`config.mk`:
```
export PLATFORM = sky130hd
export DESIGN_NAME = quad_float_to_uint32_core
export DESIGN_NICKNAME = d
export VERILOG_FILES = /design/src/sv/qf2u_pkg.sv /design/src/sv/qf2u_convert.sv /design/src/sv/quad_float_to_uint32_core.sv
export SDC_FILE = /design/constraint.sdc
export NUM_CORES = 1
export LEC_CHECK = 0
export ABC_AREA = 1
export ABC_CLOCK_PERIOD_IN_PS = 3700
export BUFFER_PORTS_ARGS = -buffer_cell sky130_fd_sc_hd__buf_2
export CAP_MARGIN = 30
export CORE_ASPECT_RATIO = 1.5
export CORE_MARGIN = 2
export CORE_UTILIZATION = 50
export DETAILED_ROUTE_END_ITERATION = 10
export MAX_ROUTING_LAYER = met4
export PLACE_DENSITY = 0.74
export SLEW_MARGIN = 40
export SYNTH_ARGS = -nofsm -noshare
export SYNTH_HDL_FRONTEND = slang
export SYNTH_HIERARCHICAL = 1
export SYNTH_SLANG_ARGS = --single-unit
```
`constraint.sdc`:
```
create_clock -name aclk -period 3.7 [get_ports aclk]
set_input_delay 0.555 -clock aclk [delete_from_list [all_inputs] [get_ports aclk]]
set_output_delay 0.555 -clock aclk [all_outputs]
set_load 0.005 [all_outputs]
```
`src/sv/qf2u_pkg.sv`:
```
// ---------------------------------------------------------------------------
// qf2u_pkg
// Shared types and constants for the binary128 to uint32 converter.
// ---------------------------------------------------------------------------
`default_nettype none
package qf2u_pkg;
    localparam logic [14:0] EXP_BIAS = 15'h3fff;
    localparam logic [14:0] EXP_TOP  = 15'h401e;
    localparam logic [31:0] SAT_POS  = 32'h7fffffff;
    localparam logic [31:0] SAT_NEG  = 32'h80000000;
    localparam logic [1:0]  REG_INEXACT_TE = 2'd0;
    localparam logic [1:0]  REG_INVALID_TE = 2'd1;

    typedef struct packed {
        logic        sign;
        logic [14:0] exponent;
        logic [47:0] frac_high;
        logic [63:0] frac_low;
    } qf2u_in_t;

    typedef struct packed {
        logic inexact_te;
        logic invalid_te;
    } qf2u_cfg_t;

    typedef struct packed {
        logic inexact_trap;
        logic invalid_trap;
        logic inexact_flag;
        logic invalid_flag;
    } qf2u_flags_t;
endpackage
`default_nettype wire

```
`src/sv/qf2u_convert.sv`:
```
// ---------------------------------------------------------------------------
// qf2u_convert
// Combinational truncating conversion of one operand with flag routing.
// ---------------------------------------------------------------------------
`default_nettype none
module qf2u_convert import qf2u_pkg::*; (
    input  wire qf2u_in_t    op,
    input  wire qf2u_cfg_t   cfg,
    output logic [31:0]      value,
    output qf2u_flags_t      flags
);
    logic [31:0] mant;
    logic        tail;
    logic [4:0]  sh;
    logic [31:0] shifted;
    logic [31:0] lost_mask;
    logic        inexact;
    logic        invalid;
    logic [14:0] ediff;

    assign mant      = {1'b1, op.frac_high[47:17]};
    assign tail      = (|op.frac_high[16:0]) | (|op.frac_low);
    assign ediff     = op.exponent - EXP_BIAS;
    assign sh        = 5'd31 - ediff[4:0];
    assign shifted   = mant >> sh;
    assign lost_mask = (32'd1 << sh) - 32'd1;

    always_comb begin
        value   = '0;
        inexact = 1'b0;
        invalid = 1'b0;
        if (op.exponent >= EXP_TOP) begin
            if (op.exponent == EXP_TOP && !op.sign) begin
                value   = mant;
                inexact = tail;
            end else if (op.exponent == EXP_TOP && op.frac_high[47:17] == '0) begin
                value   = SAT_NEG;
                inexact = tail;
            end else begin
                value   = op.sign ? SAT_NEG : SAT_POS;
                invalid = 1'b1;
            end
        end else if (op.exponent < EXP_BIAS) begin
            inexact = (|op.exponent) | (|op.frac_high) | (|op.frac_low);
        end else begin
            value   = op.sign ? (32'd0 - shifted) : shifted;
            inexact = (|(mant & lost_mask)) | tail;
        end
        flags.invalid_flag = invalid & ~cfg.invalid_te;
        flags.inexact_flag = inexact & ~cfg.inexact_te;
        flags.invalid_trap = invalid & cfg.invalid_te;
        flags.inexact_trap = inexact & cfg.inexact_te;
    end
endmodule
`default_nettype wire

```
`src/sv/quad_float_to_uint32_core.sv`:
```
// ---------------------------------------------------------------------------
// quad_float_to_uint32_core
// Binary128 to 32-bit pattern conversion, truncating toward zero.
// ---------------------------------------------------------------------------
// One operand is taken per clock unless the output is stalled. An accepted
// operand lands in the input register, the conversion (a 32-bit right
// shift, a negate and a few exponent compares) runs combinationally on it,
// and the result is captured in the output register. Both registers move
// together when the output is free or taken, so s_tready follows the
// output side. Trap enables are written over APB at 0x0 (inexact) and 0x4
// (invalid), by the user only while the block is idle; it is not enforced.
// ---------------------------------------------------------------------------
`default_nettype none
module quad_float_to_uint32_core import qf2u_pkg::*; (
    input  wire         aclk,
    input  wire         aresetn,
    input  wire         s_tvalid,
    output logic        s_tready,
    // sign[0], exponent[15:1], frac_high[63:16], frac_low[127:64]
    input  wire [127:0] s_tdata,
    output logic        m_tvalid,
    input  wire         m_tready,
    // value[31:0], invalid_flag[32], inexact_flag[33], invalid_trap[34],
    // inexact_trap[35], zeros above
    output logic [39:0] m_tdata,
    input  wire         psel,
    input  wire         penable,
    input  wire         pwrite,
    input  wire [2:0]   paddr,
    input  wire [31:0]  pwdata,
    output logic [31:0] prdata,
    output logic        pready
);
    qf2u_in_t    in_reg;
    logic        in_vld_reg;
    logic [35:0] out_reg;
    logic        out_vld_reg;
    qf2u_cfg_t   cfg_reg;
    logic [31:0] conv_value;
    qf2u_flags_t conv_flags;
    logic        advance;
    logic        cfg_wr;

    // Pipeline moves whenever the output slot is empty or being taken.
    assign advance  = !out_vld_reg || m_tready;
    assign s_tready = advance;
    assign m_tvalid = out_vld_reg;
    assign m_tdata  = {4'd0, out_reg};
    assign pready   = 1'b1;
    assign cfg_wr   = psel && penable && pwrite;

    qf2u_convert u_conv (
        .op    (in_reg),
        .cfg   (cfg_reg),
        .value (conv_value),
        .flags (conv_flags)
    );

    always_comb begin
        prdata = '0;
        case (paddr[2])
            REG_INEXACT_TE[0]: prdata = {31'd0, cfg_reg.inexact_te};
            REG_INVALID_TE[0]: prdata = {31'd0, cfg_reg.invalid_te};
            default:           prdata = '0;
        endcase
    end

    always_ff @(posedge aclk) begin
        if (!aresetn) begin
            in_vld_reg  <= 1'b0;
            out_vld_reg <= 1'b0;
            cfg_reg     <= '0;
        end else begin
            if (advance) begin
                in_vld_reg  <= s_tvalid;
                out_vld_reg <= in_vld_reg;
            end
            if (cfg_wr && paddr[1:0] == 2'd0) begin
                if (paddr[2] == REG_INEXACT_TE[0]) cfg_reg.inexact_te <= pwdata[0];
                if (paddr[2] == REG_INVALID_TE[0]) cfg_reg.invalid_te <= pwdata[0];
            end
        end
    end

    // Payload: hold while stalled.
    always_ff @(posedge aclk) begin
        if (advance) begin
            in_reg  <= qf2u_in_t'({s_tdata[0], s_tdata[15:1], s_tdata[63:16],
                                   s_tdata[127:64]});
            out_reg <= {conv_flags.inexact_trap, conv_flags.invalid_trap,
                        conv_flags.inexact_flag, conv_flags.invalid_flag, conv_value};
        end
    end

`ifndef SYNTHESIS
    a_trap_flag_excl: assert property (@(posedge aclk) disable iff (!aresetn)
        m_tvalid |-> !(m_tdata[32] && m_tdata[34]))
        else $error("invalid both flagged and trapped");
    a_invalid_sat: assert property (@(posedge aclk) disable iff (!aresetn)
        (m_tvalid && (m_tdata[32] || m_tdata[34])) |->
            (m_tdata[31:0] == SAT_POS || m_tdata[31:0] == SAT_NEG))
        else $error("invalid result not saturated");
    a_invalid_not_inexact: assert property (@(posedge aclk) disable iff (!aresetn)
        (m_tvalid && (m_tdata[32] || m_tdata[34])) |-> !(m_tdata[33] || m_tdata[35]))
        else $error("invalid with inexact");
    a_hold_out: assert property (@(posedge aclk) disable iff (!aresetn)
        (m_tvalid && !m_tready) |=> (m_tvalid && $stable(m_tdata)))
        else $error("output changed while stalled");
`endif
endmodule
`default_nettype wire
```
==> impl_metrics.ini, run 1 <==
[status]
outcome = finished clean

[place]
gp_congestion = 1.00
dp_hpwl_mm = 27.2
port_buffers = 177
dp_cells = 1898

[worst_setup_path]
cp_max_fo = 21
critPathCaptureType = register
crit_family = simple AND/OR/NAND/NOR gates
ff2ff_setup_slack_ns = 0.23
worstSetupPathType = register to register
crit_path_start_kind = register
r2r_end = out_reg[33]
rr_worst_depth = 20
critPathLaunch = in_reg[113]
max_stage_delay_ns = 0.45
cpMaxStageDelayCell = edfxtp_1
cp.arrival_ns = 3.64
cp.depth = 20
path_cells = ha_2 > nand3_2 > nand2_1 > nand2_2 > buf_12 > nand3_1 > nand2_1 > nor2_2 > buf_4 > nand2_1 > nor2_2 > nand3_1 > nand3_1 > nand2_1 > inv_1 > nand3_1 > nor2_1 > nand3_1 > nand2_1 > a21oi_1
r2r-start = in_reg[113]
worst-path-buf-inv = 3
worstPathRequired_ns = 3.87
crit_end = out_reg[33]

[floorplanning]
die_area_um2 = 23400
io_pins = 245
row_count = 66
initial_core_util_pct = 51.0
core-area_um2 = 21700
die_h_um = 186
die_x_um = 126

[yosys]
netlist_top_cells_area = edfxtp_1, nand2_1, nand3_1, nor2_1, inv_1
synth_top_area_share_pct = 44.4
muxShareOfSynthArea_pct = 0
yosysTopAreaCell = edfxtp_1
async_flop_share_pct = 0
yosys_register_bits = 168
avgSynthCellArea_um2 = 7.74
synth_common_cells = nand2_1, nand3_1, edfxtp_1
yosysMostFrequentCell = nand2_1
yosysSeqAreaShare_pct = 45.2
syn_inst = 1432
synth_area_um2 = 11100
synth_top_family_by_area = simple AND/OR/NAND/NOR gates
synth-compound-area-share_pct = 7.86
synth_flop_cell = edfxtp_1
ys.warnings.count = 6
synthXorXnorAreaFrac_pct = 0
synth_edf_count = 164
synth-simple-area-share_pct = 36.3
synth_adder_area_share_pct = 0.903
synth_cell_types = 47

[detailed_routing]
viasPerCell = 5.54
drc = 0
ant_nets = 0
route.vias.total = 10695
wl_mm = 34.5
drt_iter0_markers = 985
wl_per_cell_um = 17.9
dr.pass1.iters = 6

[timing]
clock.fmax_mhz = 289
clock_skew_ns = 0.0150
worst_pin_slew_ns = 0.696
rsz0062_at_grt = false
min_period_ns = 3.47
hold_viol_final = 0
period_share_pct = 93.7
slew_headroom_pct = 53.2
whs_ns = 0.291
setup_violations = 0
setup_tns_ns = 0
report.final.slew_viol_count = 0

[clock_tree]
cts_num_sinks = 168
cts_max_level = 4
cts_tree = yes
clockBufferDepth = 2
clock-root-buffer = clkbuf_16
clkLatencyLatePin_ns = 0.44
cts.clk_slew.worst_paths_ns = 0.07
cts_buffers = 17

[finish]
drive_above_1_share_pct = 22.9
fill_cells = 2020
fin_nets = 1824
n_antenna_cell = 0
layout.cells.non_filler = 1930
areaGrowthSynthToFinish_pct = 18.0
largest_reg_flops = 128
fin_util_pct = 60.2

[worst_hold_path]
hold_depth = 1
hp-class = input pin to register

[pwr]
powerDensity_nw_per_um2 = 424
vdd_drop_max_uv = 344
finalPower_mw = 5.55
p_leak_nw = 6.21

[grt]
track_usage_pct = 30.2
grt_pass1_vias = 10556
antenna_found_initial = 0
grt_pass1_wl_mm = 52.9
grt_start_max_net_pins = 74
grt_remaining_overflow = 0

[job]
drv_cap = 0
-- per-layer routing --
metal  GRT usage [%]  vias to the layer above  share of wire [%]  wire, um
met4            23.0                        0                8.1      2810
met2            54.3                      457                 53     18200
met5               -                        -                  0         0
met1            28.8                     4905                 34     11600
li1                -                     5195                  -         -
met3            3.76                      138                5.5      1910
-- worst min-delay path by stage --
stage / from / to / slack, ns
after floorplan: in_vld_reg / m_tvalid / 0.44
after global placement: in_vld_reg / m_tvalid / 0.45
after detailed placement: in_vld_reg / m_tvalid / 0.49
after CTS: s_tdata[54] / in_reg[102] / 0.27
after global routing: s_tdata[58] / in_reg[106] / 0.27
final: s_tdata[54] / in_reg[102] / 0.29
-- worst register-to-register path: cells and delay by family (launching register included) --
kind / cells / cell delay [ns]
AOI/OAI and AO/OA: 1 / 0.11
adders and majority gates: 1 / 0.30
buffers and inverters: 3 / 0.40
DFF: 1 / 0.45
and+or+nand+nor: 15 / 1.96
-- cell families after synthesis --
logic type,count (synthesis)
AOI/OAI and AO/OA,152
adders and majority gates,8
buffers and inverters,219
DFF,168
other,2
and+or+nand+nor,883
-- placed cells by master (no fill, tap or decap), types with 23 or more instances in the layout --
master    count
buf_4        62
nand4_1      41
nor2_1      158
buf_2       177
o21ai_0      40
conb_1       36
edfxtp_1    164
a21oi_1      52
o21ai_1      26
nand3_1     202
nand2_1     380
nand2_2      23
inv_1       107
-- area by class of cell --
type	count	area (um^2)	area share, %
clock buffer	17	425	3.25
sequential	168	5000	38.2
inverter	131	497	3.80
clock inverter	14	124	0.947
tap	272	340	2.60
timing repair buffer	249	1540	11.8
multi-input combinational	1079	5150	39.4
-- report_power, final --
part           switching (mW)  internal [mW]
Sequential             0.0900           2.26
Clock                   0.737          0.925
Combinational           0.991          0.546
Total                    1.82           3.74
-- stage by stage --
step                      instance area [um^2]  worst slack, ns
after floorplan                          11200            0.547
after global placement                   12500            0.182
after detailed placement                 12500            0.157
after CTS                                13100            0.150
after global routing                     13100           0.0346
final                                    13100            0.235
-- timing repair --
action,4_1_cts,5_1_grt
setup endpoints to repair,0,12
endpoints found under the hold margin,0,0
setup buffers,0,1
hold buffers,0,0
resized for setup,0,4
No activity file was read; power rests on OpenSTA's default activity.
==> run 2: changes to the inputs <==
BUFFER_PORTS_ARGS = -buffer_cell sky130_fd_sc_hd__buf_4   (was -buffer_cell sky130_fd_sc_hd__buf_2)
==> impl_metrics.ini, run 2 (synthesized netlist as in run 1, its figures left out) <==
[timing]
slew_headroom_pct = 50.5
worst_pin_slew_ns = 0.742
period_share_pct = 93.1
setup_violations = 0
whs_ns = 0.280
clock.fmax_mhz = 290
report.final.slew_viol_count = 0
setup_tns_ns = 0
hold_viol_final = 0
setup_slack_ns = 0.255
clock_skew_ns = 0.00859
min_period_ns = 3.45
rsz0062_at_grt = false

[finish]
layout_commonest_cell = nand2_1
n_antenna_cell = 0
fin_util_pct = 62.2
fin_nets = 1819
layout_common_cells = nand2_1, buf_4, nand3_1
drive_above_1_share_pct = 22.7
largest_reg_flops = 128
areaGrowthSynthToFinish_pct = 21.8
fill_cells = 1960

[detailed_routing]
viasPerCell = 5.54
ant_nets = 0
dr.pass1.iters = 6
drt_iter0_markers = 869
wl_mm = 34.3
route.vias.total = 10663
wl_per_cell_um = 17.8
drc = 0

[worst_setup_path]
r2r_end = out_reg[28]
cp_max_fo = 22
worstSetupPathType = register to register
cpMaxStageDelayCell = edfxtp_1
path_cells = buf_4 > inv_2 > ha_1 > inv_2 > buf_12 > a21oi_1 > o21ai_0 > o21ai_0 > o21ai_1 > o21ai_1 > o21ai_2 > ha_1 > inv_1 > nor3_4 > nand2_2 > nor2_1 > buf_4 > nand3_1 > nand2_1 > nand2_1 > nand4_1 > nand2_1
ff2ff_setup_slack_ns = 0.25
critPathLaunch = in_reg[112]
rr_worst_depth = 22
critPathCaptureType = register
worst_path_most_repeated_cell = nand2_1
cp.arrival_ns = 3.64
r2r-start = in_reg[112]
worstPathRequired_ns = 3.90
crit_path_start_kind = register
max_stage_delay_ns = 0.41
crit_end = out_reg[28]

[worst_hold_path]
hold_depth = 1
hp-class = input pin to register

[place]
gp_congestion = 0.990
pre_cts_slack_ns = 0.239
dp_hpwl_mm = 26.8
port_buffers = 177

[pwr]
seq_power_share_pct = 41.1
p_switching_mw = 1.82
finalPower_mw = 5.74
powerDensity_nw_per_um2 = 425
swShare_pct = 31.7
p_clk_share_pct = 31.6
p_comb_share_pct = 27.4
p_leak_nw = 6.36
p_int_mw = 3.92
vdd_drop_max_uv = 465

[clock_tree]
cts_tree = yes
cts_max_level = 4
cts_buffers = 17
cts.clk_slew.worst_paths_ns = 0.07
cts_num_sinks = 168
clock-root-buffer = clkbuf_16
clkLatencyLatePin_ns = 0.45
clockBufferDepth = 2

[grt]
busiest_layer = met2
grt_start_max_net_pins = 113
track_usage_pct = 29.9
met2_usage_pct = 54.0
grtUsageMet3_pct = 3.84
grt_remaining_overflow = 0
grt_pass1_vias = 10512
grt_pass1_wl_mm = 52.5
use_met1_pct = 28.4
antenna_found_initial = 0

[floorplanning]
io_pins = 245
row_count = 66
die_h_um = 186
die_area_um2 = 23400
initial_core_util_pct = 51.0
die_x_um = 126
core-area_um2 = 21700

[status]
outcome = finished clean

[job]
drv_cap = 0
[run 2: changes by cell type in the layout (fill, tap and decap cells not counted), sizes merged]
cell / delta
buf: -5
bufinv: +2
clkinvlp: -1
inv: -1
[run 2: how the worst min path moves through the flow]
stage                      startpoint  slack [ns]     endpoint
after floorplan            in_vld_reg        0.44     m_tvalid
after global placement     in_vld_reg        0.45     m_tvalid
after detailed placement   in_vld_reg        0.46     m_tvalid
after CTS                 s_tdata[52]        0.27  in_reg[100]
after global routing      s_tdata[13]        0.27  in_reg[124]
final                     s_tdata[61]        0.28  in_reg[109]
[run 2: power groups by stage]
| stage | logic, mW | registers [mW] | clock network (mW) |
|---|---|---|---|
| 4_1_cts | 1.55 | 2.36 | 1.84 |
| 5_1_grt | 1.73 | 2.37 | 1.90 |
| 6_report | 1.57 | 2.36 | 1.81 |
| 2_1_floorplan | 1.01 | 2.37 | 0 |
| 3_5_place_dp | 1.54 | 2.40 | 0 |
| 3_3_place_gp | 1.52 | 2.39 | 0 |
[run 2: final cells by class]
| type | instances | area (um^2) | share of cell area, % |
|---|---|---|---|
| Clock buffer | 17 | 425 | 3.15 |
| Clock inverter | 14 | 173 | 1.28 |
| Inverter | 131 | 499 | 3.70 |
| Multi-Input combinational cell | 1079 | 5140 | 38.1 |
| Sequential cell | 168 | 5000 | 37.1 |
| Tap cell | 272 | 340 | 2.52 |
| Timing Repair Buffer | 244 | 1920 | 14.2 |
[run 2: worst max-delay path: cells and delay by family (launching register included)]
kind | cells | cell delay (ns)
compound gates | 6 | 0.64
fa+ha+maj | 2 | 0.46
buf+inv | 6 | 0.78
flops | 1 | 0.41
simple gates | 8 | 0.88
[run 2: through the flow]
| step | cell area [um^2] | std cells |
|---|---|---|
| final | 13500 | 1925 |
| after global routing | 13500 | 1925 |
| after CTS | 13500 | 1922 |
| after detailed placement | 12900 | 1891 |
| after global placement | 12900 | 1891 |
| after floorplan | 11200 | 1466 |
[run 2: layer usage]
| metal | vias up | wire, um |
|---|---|---|
| li1 | 5187 | - |
| met1 | 4856 | 11300 |
| met2 | 474 | 18300 |
| met3 | 146 | 1810 |
| met4 | 0 | 2830 |
| met5 | - | 0 |
[run 2: repair_timing]
| action | 4_1_cts | 5_1_grt |
|---|---|---|
| buffers inserted | 0 | 3 |
| resized for setup | 0 | 2 |
| hold buffers | 0 | 0 |
| setup endpoints to repair | 0 | 2 |
==> run 3: changes to the inputs <==
--- a/config.mk
+++ b/config.mk
@@ -11,9 +11,8 @@
 export CAP_MARGIN = 30
 export CORE_ASPECT_RATIO = 1.5
-export CORE_MARGIN = 2
-export CORE_UTILIZATION = 50
+export CORE_MARGIN = 5
+export CORE_UTILIZATION = 35
 export DETAILED_ROUTE_END_ITERATION = 10
 export MAX_ROUTING_LAYER = met4
-export PLACE_DENSITY = 0.74
 export SLEW_MARGIN = 40
 export SYNTH_ARGS = -nofsm -noshare
==> constraint.sdc (replaced) <==
create_clock -name aclk -period 3.7 [get_ports aclk]
set_input_delay 0.555 -clock aclk [delete_from_list [all_inputs] [get_ports aclk]]
set_output_delay 0.555 -clock aclk [all_outputs]
set_load 0.01 [all_outputs]
==> impl_metrics.ini, run 3 (synthesized netlist as in run 1, its figures left out) <==
[worst_setup_path]
critPathLaunch = in_reg[112]
cp.arrival_ns = 3.77
worstPathRequired_ns = 3.90
max_stage_delay_ns = 0.43
cpMaxStageDelayCell = edfxtp_1
crit_family = simple AND/OR/NAND/NOR gates
crit_path_start_kind = register
worst-path-buf-inv = 5
critPathCaptureType = register
worstSetupPathType = register to register
cp_max_fo = 58
path_cells = buf_4 > buf_12 > nand4_2 > nand2_4 > buf_4 > nand3_1 > nand3_1 > nand2_1 > inv_1 > ha_1 > inv_1 > nor3_4 > nand2_2 > nor2_1 > nand3_1 > nand2_1 > nand2_1 > nand4_1 > nand2_1
r2r-start = in_reg[112]
worst_path_most_repeated_cell = nand2_1

[timing]
clock_skew_ns = 0.0146
setup_slack_ns = 0.129
slew_headroom_pct = 53.1
setup_violations = 0
worst_pin_slew_ns = 0.703
clock.fmax_mhz = 280
report.final.slew_viol_count = 0
hold_viol_final = 0
min_period_ns = 3.57
whs_ns = 0.280
period_share_pct = 96.5

[finish]
n_antenna_cell = 0
largest_reg_flops = 128
layout.cells.non_filler = 2083
drive_above_1_share_pct = 23.8
fin_util_pct = 44.5
layout_commonest_cell = nand2_1
areaGrowthSynthToFinish_pct = 24.9
fin_nets = 1843
layout_common_cells = nand2_1, buf_4, nand3_1

[floorplanning]
core-area_um2 = 31100
die_area_um2 = 35400
initial_core_util_pct = 35.6
io_pins = 245
die_x_um = 155
die_h_um = 228
row_count = 79

[place]
port_buffers = 177
gp_congestion = 0.963
dp_hpwl_mm = 30.4
dp_cells = 2048
pre_cts_slack_ns = 0.120

[worst_hold_path]
hp-class = input pin to register
hold_start = s_tdata[53]

[clock_tree]
ctsHoldBuffers = 0
cts_tree = yes
cts_max_level = 4
cts_buffers = 17
cts.clk_slew.worst_paths_ns = 0.07
clock-root-buffer = clkbuf_16
clkLatencyLatePin_ns = 0.45
cts_num_sinks = 168
clockBufferDepth = 2

[grt]
grtUsageMet3_pct = 3.86
antenna_found_initial = 0
use_met1_pct = 21.1
met2_usage_pct = 39.0
grt_start_max_net_pins = 104
busiest_layer = met2
grt_pass1_wl_mm = 56.6
grt_remaining_overflow = 0
track_usage_pct = 21.5
grt_pass1_vias = 10523

[job]
drv_cap = 0

[pwr]
p_leak_nw = 6.46
powerDensity_nw_per_um2 = 412
vdd_drop_max_uv = 426
finalPower_mw = 5.71

[detailed_routing]
viasPerCell = 5.08
dr.pass1.iters = 5
drt_iter0_markers = 648
ant_nets = 0
route.vias.total = 10589
wl_mm = 37.5
wl_per_cell_um = 18.0
drc = 0

[status]
outcome = finished clean
==> run 3: cell types whose count changed in the layout (fill, tap and decap cells not counted), moves of 2 or more <==
| cell | delta |
|---|---|
| nand2_2 | -2 |
| buf_4 | +22 |
| bufinv_16 | -3 |
| buf_12 | +2 |
| inv_8 | +3 |
==> run 3: layer usage <==
metal / wire, um / part of all wire (%)
met5: 0 / 0
met4: 2520 / 6.7
met3: 2040 / 5.4
met2: 20000 / 53
met1: 13000 / 35
==> run 3: worst reg2reg max path: cells and delay by family, from the launching register on <==
| kind | cells | cell delay (ns) |
|---|---|---|
| buf+inv | 5 | 0.83 |
| simple gates | 13 | 1.93 |
| fa+ha+maj | 1 | 0.17 |
| flops | 1 | 0.43 |
==> run 3: timing repair <==
item / 4_1_cts / 5_1_grt
setup endpoints to repair: 0 / 4
gates resized for setup: 0 / 3
setup buffers: 0 / 3
==> run 3: cell type report <==
class	instances	area [um^2]
Fill cell	3159	17300
Multi-Input combinational cell	1079	5150
Sequential cell	168	5000
Timing Repair Buffer	268	2120
Tap cell	405	507
Inverter	131	499
Clock buffer	17	425
Clock inverter	15	136
==> run 3: final timing paths <==
path | endpoint | slack (ns) | depth (start not counted)
hold reg to reg | m_tvalid | 0.47 | 1
setup / recovery | out_reg[28] | 0.13 | 19
setup reg to reg | out_reg[28] | 0.13 | 19
hold / removal | in_reg[101] | 0.28 | 1
==> run 3: report_power, final <==
group | total (mW) | switching [mW] | internal, mW | leakage, nW
clock network | 1.68 | 0.800 | 0.884 | 0.268
registers | 2.36 | 0.0936 | 2.26 | 1.76
logic | 1.67 | 1.04 | 0.630 | 4.43
==> run 3: stage by stage <==
stage	TNS, ns	area [um^2]
2_1_floorplan	0	11200
3_3_place_gp	0	13200
3_5_place_dp	0	13200
4_1_cts	0	13800
5_1_grt	-0.0271	13800
6_report	0	13800
